File: src/hw/rtl/fmc_pkg.sv
`timescale 1ns / 1ps
// ----------------------------------------------------------------------------
// fmc_pkg
// Shared types and codes of the fifo mutex coordinator: result status codes,
// action codes and the decision record passed down the pipeline.
// ----------------------------------------------------------------------------
package fmc_pkg;

   // result status codes
   typedef enum logic [2:0] {
      STAT_QUEUED        = 3'd0,
      STAT_GRANTED       = 3'd1,
      STAT_RELEASED_NEXT = 3'd2,
      STAT_RELEASED_IDLE = 3'd3,
      STAT_NOT_HOLDER    = 3'd4,
      STAT_FULL          = 3'd5
   } status_type;

   // action codes of an incoming transaction
   localparam logic ACT_REQUEST = 1'b0;
   localparam logic ACT_RELEASE = 1'b1;

   // outcome of one transaction as decided by the queue stage
   typedef struct packed {
      logic       grant;
      status_type status;
   } decision_type;

endpackage

File: src/hw/rtl/fmc_queue.sv
`timescale 1ns / 1ps
// ----------------------------------------------------------------------------
// fmc_queue
// Wait queue of process ids held as a shifting register line: entry 0 is the
// lock holder. Decides the outcome of one registered transaction per cycle
// and updates the queue at the same clock edge.
// ----------------------------------------------------------------------------
module fmc_queue #(
   parameter int QUEUE_DEPTH = 16,
   parameter int ID_BITS     = 8,
   parameter int CNT_W       = 5
) (
   input  logic                 clock,
   input  logic                 reset,
   input  logic                 in_valid,
   input  logic                 in_action,
   input  logic [ID_BITS-1:0]   in_id,
   output fmc_pkg::decision_type dec,
   output logic [ID_BITS-1:0]   dec_gid,
   output logic                 dec_holder_valid,
   output logic [ID_BITS-1:0]   dec_holder_id,
   output logic [CNT_W-1:0]     dec_count
);
   import fmc_pkg::*;

   logic [ID_BITS-1:0] queue_ff [QUEUE_DEPTH];
   logic [CNT_W-1:0]   count_ff;
   logic [CNT_W-1:0]   count_in;
   logic               push;
   logic               pop;
   decision_type       dec_in;
   logic [ID_BITS-1:0] gid_in;
   logic [ID_BITS-1:0] holder_in;

   // decide request / release outcome
   always_comb begin
      push          = 1'b0;
      pop           = 1'b0;
      dec_in.grant  = 1'b0;
      dec_in.status = STAT_NOT_HOLDER;
      gid_in        = '0;
      if (in_action == ACT_REQUEST) begin
         if (count_ff == '0) begin
            push          = 1'b1;
            dec_in.grant  = 1'b1;
            dec_in.status = STAT_GRANTED;
            gid_in        = in_id;
         end else if (count_ff == CNT_W'(QUEUE_DEPTH)) begin
            dec_in.status = STAT_FULL;
         end else begin
            push          = 1'b1;
            dec_in.status = STAT_QUEUED;
         end
      end else if (count_ff != '0 && queue_ff[0] == in_id) begin
         pop = 1'b1;
         if (count_ff != CNT_W'(1)) begin
            dec_in.grant  = 1'b1;
            dec_in.status = STAT_RELEASED_NEXT;
            gid_in        = queue_ff[1];
         end else begin
            dec_in.status = STAT_RELEASED_IDLE;
         end
      end
   end

   // occupancy and holder after this transaction
   always_comb begin
      if (push) begin
         count_in = count_ff + CNT_W'(1);
      end else if (pop) begin
         count_in = count_ff - CNT_W'(1);
      end else begin
         count_in = count_ff;
      end
      if (count_in == '0) begin
         holder_in = '0;
      end else if (pop) begin
         holder_in = queue_ff[1];
      end else if (count_ff == '0) begin
         holder_in = in_id;
      end else begin
         holder_in = queue_ff[0];
      end
   end

   assign dec              = dec_in;
   assign dec_gid          = gid_in;
   assign dec_holder_valid = (count_in != '0);
   assign dec_holder_id    = holder_in;
   assign dec_count        = count_in;

   // occupancy counter
   always_ff @(posedge clock) begin
      if (reset) begin
         count_ff <= '0;
      end else if (in_valid) begin
         count_ff <= count_in;
      end
   end

   // queue line: shift on release, write at the tail on request
   always_ff @(posedge clock) begin
      for (int i = 0; i < QUEUE_DEPTH - 1; i++) begin
         if (in_valid && pop) begin
            queue_ff[i] <= queue_ff[i+1];
         end else if (in_valid && push && count_ff == CNT_W'(i)) begin
            queue_ff[i] <= in_id;
         end
      end
      // last slot only ever takes a push
      if (in_valid && push && count_ff == CNT_W'(QUEUE_DEPTH - 1)) begin
         queue_ff[QUEUE_DEPTH-1] <= in_id;
      end
   end

endmodule

File: src/hw/rtl/fmc_counter.sv
`timescale 1ns / 1ps
// ----------------------------------------------------------------------------
// fmc_counter
// Per-id saturating grant totals kept in a memory. Looks up the total through a
// registered read, increments and writes it back in the next cycle, with a bypass for
// back to back grants to the same id. Sweeps the memory to zero after reset.
// ----------------------------------------------------------------------------
module fmc_counter #(
   parameter int ID_BITS    = 8,
   parameter int COUNT_BITS = 16
) (
   input  logic                  clock,
   input  logic                  reset,
   input  logic                  lookup_en,
   input  logic [ID_BITS-1:0]    lookup_id,
   input  logic                  wb_en,
   input  logic [ID_BITS-1:0]    wb_id,
   output logic [COUNT_BITS-1:0] count_next,
   output logic                  clearing
);
   localparam int ID_SPAN = 1 << ID_BITS;

   logic [COUNT_BITS-1:0] totals_ff [ID_SPAN];
   logic [COUNT_BITS-1:0] rd_data_ff;
   logic                  fwd_ff;
   logic [COUNT_BITS-1:0] fwd_val_ff;
   logic                  clear_ff;
   logic [ID_BITS-1:0]    clear_addr_ff;
   logic [COUNT_BITS-1:0] base;

   // saturating increment of the looked up total
   always_comb begin
      base = fwd_ff ? fwd_val_ff : rd_data_ff;
      if (base == '1) begin
         count_next = base;
      end else begin
         count_next = base + COUNT_BITS'(1);
      end
   end

   assign clearing = clear_ff;

   // clearing sweep after reset
   always_ff @(posedge clock) begin
      if (reset) begin
         clear_ff      <= 1'b1;
         clear_addr_ff <= '0;
      end else if (clear_ff) begin
         clear_addr_ff <= clear_addr_ff + ID_BITS'(1);
         if (clear_addr_ff == '1) begin
            clear_ff <= 1'b0;
         end
      end
   end

   // totals memory: one write port, one registered read port
   always_ff @(posedge clock) begin
      if (clear_ff) begin
         totals_ff[clear_addr_ff] <= '0;
      end else if (wb_en) begin
         totals_ff[wb_id] <= count_next;
      end
      rd_data_ff <= totals_ff[lookup_id];
   end

   // bypass when the write back and the next lookup hit the same id
   always_ff @(posedge clock) begin
      if (reset) begin
         fwd_ff <= 1'b0;
      end else begin
         fwd_ff <= wb_en && lookup_en && (wb_id == lookup_id);
      end
      fwd_val_ff <= count_next;
   end

endmodule

File: src/hw/rtl/fifo_mutex_coordinator_core.sv
`timescale 1ns / 1ps
// ----------------------------------------------------------------------------
// fifo_mutex_coordinator_core
// FIFO mutual exclusion lock: queues request and release transactions by
// process id, grants the lock in arrival order and counts grants per id.
// ----------------------------------------------------------------------------
// Usage:
//   A transaction (req_action, req_process_id) is taken at a rising edge with
//   start high and busy low. Action request grants at once when the queue is
//   empty, else queues the id (or reports full). Action release from the
//   holder passes the lock to the next waiting id.
//   Each transaction gives exactly one result, shown for one cycle with
//   rsp_valid high; the receiver has no way to hold it off.
//   Path: a transaction passes the input register, the queue stage, the count
//   stage register and the result register before it shows on the rsp_ ports.
//   Throughput: one transaction per cycle when busy is low; the totals memory
//   has one read and one write port and a bypass covers back to back grants.
//   Reset: the queue empties at once; the grant total memory is then swept to
//   zero one entry per cycle, all 2^ID_BITS entries, with busy high throughout.
//   Outside that sweep busy stays low.
// ----------------------------------------------------------------------------
module fifo_mutex_coordinator_core #(
   parameter int QUEUE_DEPTH = 16,
   parameter int ID_BITS     = 8,
   parameter int COUNT_BITS  = 16
) (
   input  logic                                  clock,
   input  logic                                  reset,
   input  logic                                  start,
   output logic                                  busy,
   input  logic                                  req_action,
   input  logic [ID_BITS-1:0]                    req_process_id,
   output logic                                  rsp_valid,
   output fmc_pkg::status_type                   rsp_status,
   output logic                                  rsp_grant_valid,
   output logic [ID_BITS-1:0]                    rsp_grant_id,
   output logic [COUNT_BITS-1:0]                 rsp_grant_count,
   output logic                                  rsp_holder_valid,
   output logic [ID_BITS-1:0]                    rsp_holder_id,
   output logic [$clog2(QUEUE_DEPTH+1)-1:0]      rsp_waiting_count
);
   import fmc_pkg::*;

   localparam int CNT_W = $clog2(QUEUE_DEPTH + 1);

   logic               accept;
   logic               clearing;

   // input register
   logic               in_valid_ff;
   logic               in_action_ff;
   logic [ID_BITS-1:0] in_id_ff;

   // queue stage outputs
   decision_type       dec;
   logic [ID_BITS-1:0] dec_gid;
   logic               dec_holder_valid;
   logic [ID_BITS-1:0] dec_holder_id;
   logic [CNT_W-1:0]   dec_count;

   // count stage registers
   logic               s2_valid_ff;
   decision_type       s2_dec_ff;
   logic [ID_BITS-1:0] s2_gid_ff;
   logic               s2_holder_valid_ff;
   logic [ID_BITS-1:0] s2_holder_id_ff;
   logic [CNT_W-1:0]   s2_count_ff;
   logic [COUNT_BITS-1:0] count_next;

   // result register
   logic                  rsp_valid_ff;
   status_type            rsp_status_ff;
   logic                  rsp_grant_valid_ff;
   logic [ID_BITS-1:0]    rsp_grant_id_ff;
   logic [COUNT_BITS-1:0] rsp_grant_count_ff;
   logic                  rsp_holder_valid_ff;
   logic [ID_BITS-1:0]    rsp_holder_id_ff;
   logic [CNT_W-1:0]      rsp_waiting_count_ff;

   assign busy   = clearing;
   assign accept = start && !busy;

   // capture the incoming transaction
   always_ff @(posedge clock) begin
      if (reset) begin
         in_valid_ff <= 1'b0;
      end else begin
         in_valid_ff <= accept;
      end
      in_action_ff <= req_action;
      in_id_ff     <= req_process_id;
   end

   fmc_queue #(
      .QUEUE_DEPTH (QUEUE_DEPTH),
      .ID_BITS     (ID_BITS),
      .CNT_W       (CNT_W)
   ) u_queue (
      .clock            (clock),
      .reset            (reset),
      .in_valid         (in_valid_ff),
      .in_action        (in_action_ff),
      .in_id            (in_id_ff),
      .dec              (dec),
      .dec_gid          (dec_gid),
      .dec_holder_valid (dec_holder_valid),
      .dec_holder_id    (dec_holder_id),
      .dec_count        (dec_count)
   );

   fmc_counter #(
      .ID_BITS    (ID_BITS),
      .COUNT_BITS (COUNT_BITS)
   ) u_counter (
      .clock      (clock),
      .reset      (reset),
      .lookup_en  (in_valid_ff && dec.grant),
      .lookup_id  (dec_gid),
      .wb_en      (s2_valid_ff && s2_dec_ff.grant),
      .wb_id      (s2_gid_ff),
      .count_next (count_next),
      .clearing   (clearing)
   );

   // queue stage to count stage
   always_ff @(posedge clock) begin
      if (reset) begin
         s2_valid_ff <= 1'b0;
      end else begin
         s2_valid_ff <= in_valid_ff;
      end
      s2_dec_ff          <= dec;
      s2_gid_ff          <= dec_gid;
      s2_holder_valid_ff <= dec_holder_valid;
      s2_holder_id_ff    <= dec_holder_id;
      s2_count_ff        <= dec_count;
   end

   // result register
   always_ff @(posedge clock) begin
      if (reset) begin
         rsp_valid_ff <= 1'b0;
      end else begin
         rsp_valid_ff <= s2_valid_ff;
      end
      rsp_status_ff        <= s2_dec_ff.status;
      rsp_grant_valid_ff   <= s2_dec_ff.grant;
      rsp_grant_id_ff      <= s2_gid_ff;
      rsp_grant_count_ff   <= s2_dec_ff.grant ? count_next : '0;
      rsp_holder_valid_ff  <= s2_holder_valid_ff;
      rsp_holder_id_ff     <= s2_holder_id_ff;
      rsp_waiting_count_ff <= s2_count_ff;
   end

   assign rsp_valid         = rsp_valid_ff;
   assign rsp_status        = rsp_status_ff;
   assign rsp_grant_valid   = rsp_grant_valid_ff;
   assign rsp_grant_id      = rsp_grant_id_ff;
   assign rsp_grant_count   = rsp_grant_count_ff;
   assign rsp_holder_valid  = rsp_holder_valid_ff;
   assign rsp_holder_id     = rsp_holder_id_ff;
   assign rsp_waiting_count = rsp_waiting_count_ff;

   // every accepted transaction yields its result
   a_latency : assert property (@(posedge clock) disable iff (reset)
      accept |-> ##3 rsp_valid)
      else $error("result missing three cycles after accept");

   // no result while the grant totals are being cleared
   a_no_rsp_in_clear : assert property (@(posedge clock) disable iff (reset)
      rsp_valid |-> !busy)
      else $error("result during clearing sweep");

   // a granted id always has a nonzero total
   a_grant_count : assert property (@(posedge clock) disable iff (reset)
      (rsp_valid && rsp_grant_valid) |-> (rsp_grant_count != '0))
      else $error("grant with zero total");

   // holder flag agrees with the occupancy
   a_holder : assert property (@(posedge clock) disable iff (reset)
      rsp_valid |-> (rsp_holder_valid == (rsp_waiting_count != '0)))
      else $error("holder flag and queue occupancy disagree");

endmodule

File: config.mk
export PLATFORM = sky130hd
export DESIGN_NAME = fifo_mutex_coordinator_core
export DESIGN_NICKNAME = d
export VERILOG_FILES = /design/src/hw/rtl/fmc_pkg.sv /design/src/hw/rtl/fmc_queue.sv /design/src/hw/rtl/fmc_counter.sv /design/src/hw/rtl/fifo_mutex_coordinator_core.sv
export SDC_FILE = /design/constraint.sdc
export NUM_CORES = 2
export LEC_CHECK = 0
export BUFFER_PORTS_ARGS = -buffer_cell sky130_fd_sc_hd__buf_4
export CAP_MARGIN = 20
export CORE_AREA = 2 2 757 759
export CTS_CLUSTER_SIZE = 16
export DETAILED_ROUTE_END_ITERATION = 16
export DIE_AREA = 0 0 759 761
export PLACE_DENSITY = 0.43
export SLEW_MARGIN = 10
export SYNTH_ARGS = -nofsm -noshare
export SYNTH_HDL_FRONTEND = slang
export SYNTH_MEMORY_MAX_BITS = 65536
export SYNTH_SLANG_ARGS = --single-unit
File: constraint.sdc
create_clock -name clock -period 31.9 [get_ports clock]
set_input_delay 1.595 -clock clock [delete_from_list [all_inputs] [get_ports clock]]
set_output_delay 1.595 -clock clock [all_outputs]
set_load 0.01 [all_outputs]
# After elaboration in Yosys (flattened, before gate mapping)
# Memory sizes are Yosys's and may differ from the RTL's. A register that Yosys moved wholly into a read port is not among the register bits.
# Index checks and enable logic that the tools add are counted.
# classes
add_sub_neg	4
n_mul	0
div_mod_pow	0
magnitude_cmp	0
n_eq_ne	21
shifts	0
muxes	99
bitwise_logic	15
n_reduce_logical	31
# ops
operator	n
two-way mux 8 bit	23
two-way mux 1 bit	66
two-way mux 16 bit	3
== test 5 x 4 -> 1 bit (second input constant)	8
logical AND 1 bit	24
== test 5 x 3 -> 1 bit (second input constant)	4
adder 16 x 1 -> 16 bit (second input constant)	1
== test 16 bit (second input constant)	1
== test 8 bit	2
OR reduction 16 bit	1
OR 1 bit	15
two-way mux 4 bit	3
== test 5 x 2 -> 1 bit (second input constant)	2
logical NOT 5 bit	2
two-way mux 5 bit	2
nonzero test 5 bit	2
adder 8 x 1 -> 8 bit (second input constant)	1
== test 8 bit (second input constant)	1
OR reduction 8 bit	1
two-way mux 3 bit	2
adder 5 x 1 -> 5 bit (second input constant)	1
== test 5 x 1 -> 1 bit (second input constant)	1
== test 5 bit (second input constant)	1
!= test 5 x 1 -> 1 bit (second input constant)	1
other kinds (2)	2
# word_totals
ff_bits	111
latchBits	0
mem_bits_rw	4224
mem_bits_ro	0
in_bits	12
out_inout_bits	44
elab_cells	195
n_memories	2
# memory_table
memory	words	word_bits	read_ports	rd_ports_with_merged_regs	write_ports	line_no	source
u_counter.totals_ff	256	16	1	1	1	fmc_counter.sv:23	logic [COUNT_BITS-1:0] totals_ff [ID_SPAN];
u_queue.queue_ff	16	8	16	0	15	fmc_queue.sv:26	logic [ID_BITS-1:0] queue_ff [QUEUE_DEPTH];

# Depth between registers and ports, before layout
# depth
depth_word	11
depth_mapped	19

# By module
# A second synthesis with hierarchy kept.
# unflattened
cells_unflattened	8136
area_unflattened_um2	168924.5
# modules_own_cells
module	instances	cells_each	area_each_um2	seq_area_each_um2
fmc_counter	1	7582	160587.8	123838.8
fmc_queue	1	452	6575.1	3943.8
fifo_mutex_coordinator_core	1	102	1761.7	1601.5

# Worst setup path after synthesis
# Ideal clock, no wire load.
# synth_path
kind	register to register
start	register u_counter.fwd_ff
end	memory u_counter.totals_ff[0][3], data pin
setup_ns	2.094
arrival_ns	11.918
required_ns	29.806
path_slack_ns	17.888
stages_incl_launch_ff	10
period_less_slack_ns	14.012
path_cell_list	dfxtp_1 -> buf_4 -> nand3_1 -> a2111oi_0 -> nand4b_1 -> nor3_2 -> nand2_1 -> and3b_1 -> buf_2 -> nor3_1
# synth_between
elab_chain_len	4
elab_cells_between_ends	5
cone_classes	1 x add/sub; 1 x eq/ne; 3 x mux
# synth_lines
element	line_no	source
start: declaration	fmc_counter.sv:25	logic fwd_ff;
start signal: assignment	fmc_counter.sv:71	fwd_ff <= wb_en && lookup_en && (wb_id == lookup_id);
two-way mux 16 bit *	fmc_counter.sv:33	base = fwd_ff ? fwd_val_ff : rd_data_ff;
adder 16 x 1 -> 16 bit / == test 16 bit (equally long branches)	fmc_counter.sv:37, fmc_counter.sv:34	
two-way mux 16 bit *	fmc_counter.sv:34	if (base == '1) begin
two-way mux 16 bit (no line) *	n/a	
end: declaration	fmc_counter.sv:23	
# Mark *: on every way between the ends. The rest lies on a longest branch, timed or not.

# Worst setup path in the final report
# layout_path
start	register u_queue.count_ff[0]
end	register u_counter.rd_data_ff[5] (read register of u_counter.totals_ff)
# layout_between
elab_chain_len	4
elab_cells_between_ends	8
cone_classes	1 x eq/ne; 4 x mux; 3 x reduce/logical
# layout_lines
element	line_no	source
start: declaration	fmc_queue.sv:27	logic [CNT_W-1:0] count_ff;
start signal: assignment	fmc_queue.sv:97	count_ff <= count_in;
!= test 5 x 1 -> 1 bit / nonzero test 5 bit (equally long branches)	fmc_queue.sv:56, fmc_queue.sv:54	
two-way mux 8 bit / logical AND 1 bit (equally long branches)	fmc_queue.sv:56, fmc_queue.sv:54	
two-way mux 8 bit	fmc_queue.sv:54	end else if (count_ff != '0 && queue_ff[0] == in_id) begin
two-way mux 8 bit *	fmc_queue.sv:42	if (in_action == ACT_REQUEST) begin
end: declaration	fmc_counter.sv:24	logic [COUNT_BITS-1:0] rd_data_ff;
# Marks and branches as above.
# A chain may end at the register's enable or synchronous reset.

==> results.sh <==
export IMPL_p_leak_nw=66.57
export IMPL_dr_pass1_iters=6
export IMPL_hold_violations=0
export IMPL_r2r_end="u_counter.rd_data_ff[5]"
export IMPL_ys_seq_elements=4351
export IMPL_syn_to_final_growth_pct=15.66
export IMPL_grt_max_degree=183
export IMPL_slowest_delay_ns=1.02
export IMPL_multi_input_area_sq_mm=0.03823
export IMPL_die_w_um=759
export IMPL_post_cts_resized=0
export IMPL_cts_made_buffers=475
export IMPL_ant_nets=0
export IMPL_path_clk_slew_ns=0.06
export IMPL_antenna_found_initial=44
export IMPL_syn_num_nets=12410
export IMPL_power_density_mw_per_mm2=61.47
export IMPL_first_global_vias=101300
export IMPL_netlist_area_sq_mm=0.1702
export IMPL_cp_cell_sequence="inv_1 -> ha_1 -> nor2b_1 -> and2_0 -> a22o_4 -> and3_4 -> buf_4 -> buf_4 -> buf_4 -> buf_4 -> a221oi_1 -> o41ai_1 -> nand4_1 -> o22ai_1 -> nor3_1"
export IMPL_io_pins=56
export IMPL_synth_edf_count=4224
export IMPL_grt_pass1_wl_mm=854.4
export IMPL_rows=278
export IMPL_area_sequential_sq_mm=0.1294
export IMPL_slew_headroom_pct=14.50
export IMPL_clk_latency_ns=1.08
export IMPL_hold_depth=0
export IMPL_crit_required_ns=32.79
export IMPL_max_freq_mhz=121.8
export IMPL_power_total_mw=12.10
export IMPL_fin_crit_sh_pct=25.74
export IMPL_crit_buf_inv=5
export IMPL_setup_violations_final=0
export IMPL_fillers=55470
export IMPL_dieArea_sq_mm=0.5776
export IMPL_drive_above_1_share_pct=13.23
export IMPL_r2r_start="u_queue.count_ff[0]"
export IMPL_viasPerCell=5.190
export IMPL_holdBufCountCts=0
export IMPL_post_cts_buffers=0
export IMPL_grtUsageTotal_pct=20.61
export IMPL_final_util_pct=34.51
export IMPL_worst_pin_slew_ns=1.282
export IMPL_synth_seq_area_share_pct=76.01
export IMPL_via_count=107000
export IMPL_core_sq_mm=0.5704
export IMPL_ys_types=80
export IMPL_synth_cells=12390
export IMPL_final_cell_mix="edfxtp_1 (4224), nand2_1 (3584), nand3_1 (1292)"
export IMPL_initial_core_util_pct=29.84
export IMPL_gp_congestion=0.8017
export IMPL_drc_errors=0
export IMPL_cp_start_kind="register"
export IMPL_cts_sinks=4351
export IMPL_timing_final_crit_period_ns=8.210
export IMPL_rsz0062_at_grt="false"
export IMPL_path_max_fanout=37
export IMPL_overflow=0
export IMPL_hold_class="reg2reg"
export IMPL_clockBufferDepth=4
export IMPL_final_setup_worst_slack_ns=23.69
export IMPL_fin_setup_tns_ns=0
export IMPL_peakVddDrop_v=0.00005096
export IMPL_rr_worst_depth=15
export IMPL_dpl_hpwl_mm=361.9
export IMPL_die_h_um=761
export IMPL_async_flop_share_pct=0
export IMPL_worst_setup_path_type="reg2reg"
export IMPL_port_buffers=55
export IMPL_wl_mm=617.2
export IMPL_cpMaxStageDelayCell="o22ai_1"
export IMPL_root_buffer="clkbuf_16"
export IMPL_cp_top_family="simple AND/OR/NAND/NOR gates"
export IMPL_ff2ff_setup_slack_ns=23.69
export IMPL_ys_flop_type="edfxtp_1"
export IMPL_avgSynthCellArea_sq_um=13.74
export IMPL_hold_start="s2_dec_ff[2]"
export IMPL_nets=12680
export IMPL_mostFrequentLayoutCell="edfxtp_1"
export IMPL_cts_tree="done"
export IMPL_ys_warn_count=0
export IMPL_holdPathEnd="rsp_status[2]"
export IMPL_drt_initial_drc_count=12340
export IMPL_wl_per_cell_um=29.93
export IMPL_htree_levels=5
export IMPL_endpoint_kind="register"
export IMPL_pre_cts_ws_ns=23.87
export IMPL_critPathMostFrequentCell="buf_4"
export IMPL_final_max_slew_viol_count=0
export IMPL_status="finished, final reports clean"
export IMPL_fin_skew_ns=0.08355
export IMPL_worstPathArrival_ns=9.10
export IMPL_cap_viol_max_count=0
power by group:
part	switching [mW]	internal, mW
sequential	0.0291	6.19
clock	2.33	2.99
combinational	0.426	0.133
total	2.79	9.31
through the flow:
| stage | instances | hold WS, ns | cell area (sq um) |
|---|---|---|---|
| after global placement | 19700 | 0.3117 | 181500 |
| after floorplan | 12390 | 0.3096 | 170200 |
| after detailed placement | 19730 | 0.3121 | 182000 |
| after global routing | 20600 | 0.3322 | 196800 |
| after CTS | 20590 | 0.3258 | 196800 |
| final | 20620 | 0.3252 | 196900 |
cell usage after synthesis (17+ instances only):
cell,instances,area share [%]
edfxtp_1,4224,75
nand2_1,3599,7.9
nand3_1,1295,3.8
buf_2,380,1.1
a31oi_1,362,1.3
nor2_1,302,0.67
nand4_1,270,0.99
clkbuf_1,246,0.54
a21oi_1,210,0.62
mux2i_1,204,1.2
mux2_2,137,0.91
dfxtp_1,127,1.5
a32o_1,84,0.49
buf_1,77,0.17
nor3_1,72,0.21
a32oi_1,71,0.37
buf_4,62,0.27
and3_1,55,0.20
a21o_1,54,0.24
o21ai_0,48,0.14
mux4_2,43,0.57
nor4_1,33,0.12
a221oi_1,31,0.16
buf_6,26,0.17
and2_1,25,0.092
a311oi_1,24,0.12
o31ai_1,23,0.10
a211oi_1,21,0.093
xor2_1,21,0.11
inv_1,19,0.042
xnor2_1,19,0.098
a22oi_1,17,0.075
layout make-up:
| cell class | count | area share, % |
|---|---|---|
| clock inverters | 211 | 0.8764 |
| well taps | 7560 | 4.805 |
| repair buffers | 584 | 2.495 |
| clock buffers | 649 | 6.609 |
| multi-input cells | 7218 | 19.42 |
| flip-flops and latches | 4351 | 65.72 |
| diodes | 22 | 0.02796 |
| inverters | 25 | 0.05148 |
registers in the layout, indices dropped and copies added, names as in the netlist, 3 cells and up:
name / flops
in_id_ff: 8
s2_holder_id_ff: 8
u_queue.queue_ff: 128
u_counter.clear_addr_ff: 8
rsp_waiting_count: 5
u_queue.count_ff: 5
u_counter.fwd_val_ff: 16
s2_gid_ff: 8
s2_count_ff: 5
u_counter.totals_ff: 4096
rsp_grant_id: 8
s2_dec_ff: 4
rsp_status: 3
u_counter.rd_data_ff: 16
rsp_holder_id: 8
rsp_grant_count: 16
layer usage:
metal | vias to the layer above | wire, um | track usage (%)
li1 | 46490 | - | -
met1 | 56000 | 278100 | 29.99
met2 | 3842 | 282700 | 32.58
met3 | 685 | 40400 | 2.831
met4 | 4 | 15980 | 5.005
met5 | - | 27 | 0
worst max path at each step:
stage / to / from / depth (start not counted)
global route: u_counter.rd_data_ff[5] / u_queue.count_ff[0] / 15
global placement: u_counter.rd_data_ff[5] / u_queue.count_ff[0] / 15
CTS: u_counter.rd_data_ff[5] / u_queue.count_ff[0] / 15
detailed placement: u_counter.rd_data_ff[5] / u_queue.count_ff[0] / 15
finish: u_counter.rd_data_ff[5] / u_queue.count_ff[0] / 15
floorplan: u_counter.totals_ff[0][3] / u_counter.fwd_ff / 9
cell families (layout without fill, tap and decap cells):
group	Yosys count	in the layout	synth area share [%]
xor gates and xnor gates	40	40	0.2058
buffers and inverters	816	1469	2.330
and+or+nand+nor	5737	5737	14.44
adders and majority gates	8	8	0.05881
other	0	22	0
AOI/OAI and AO/OA	1049	1049	4.280
DFF	4351	4351	76.01
muxes	384	384	2.675
(Power assumes the default switching activity.)
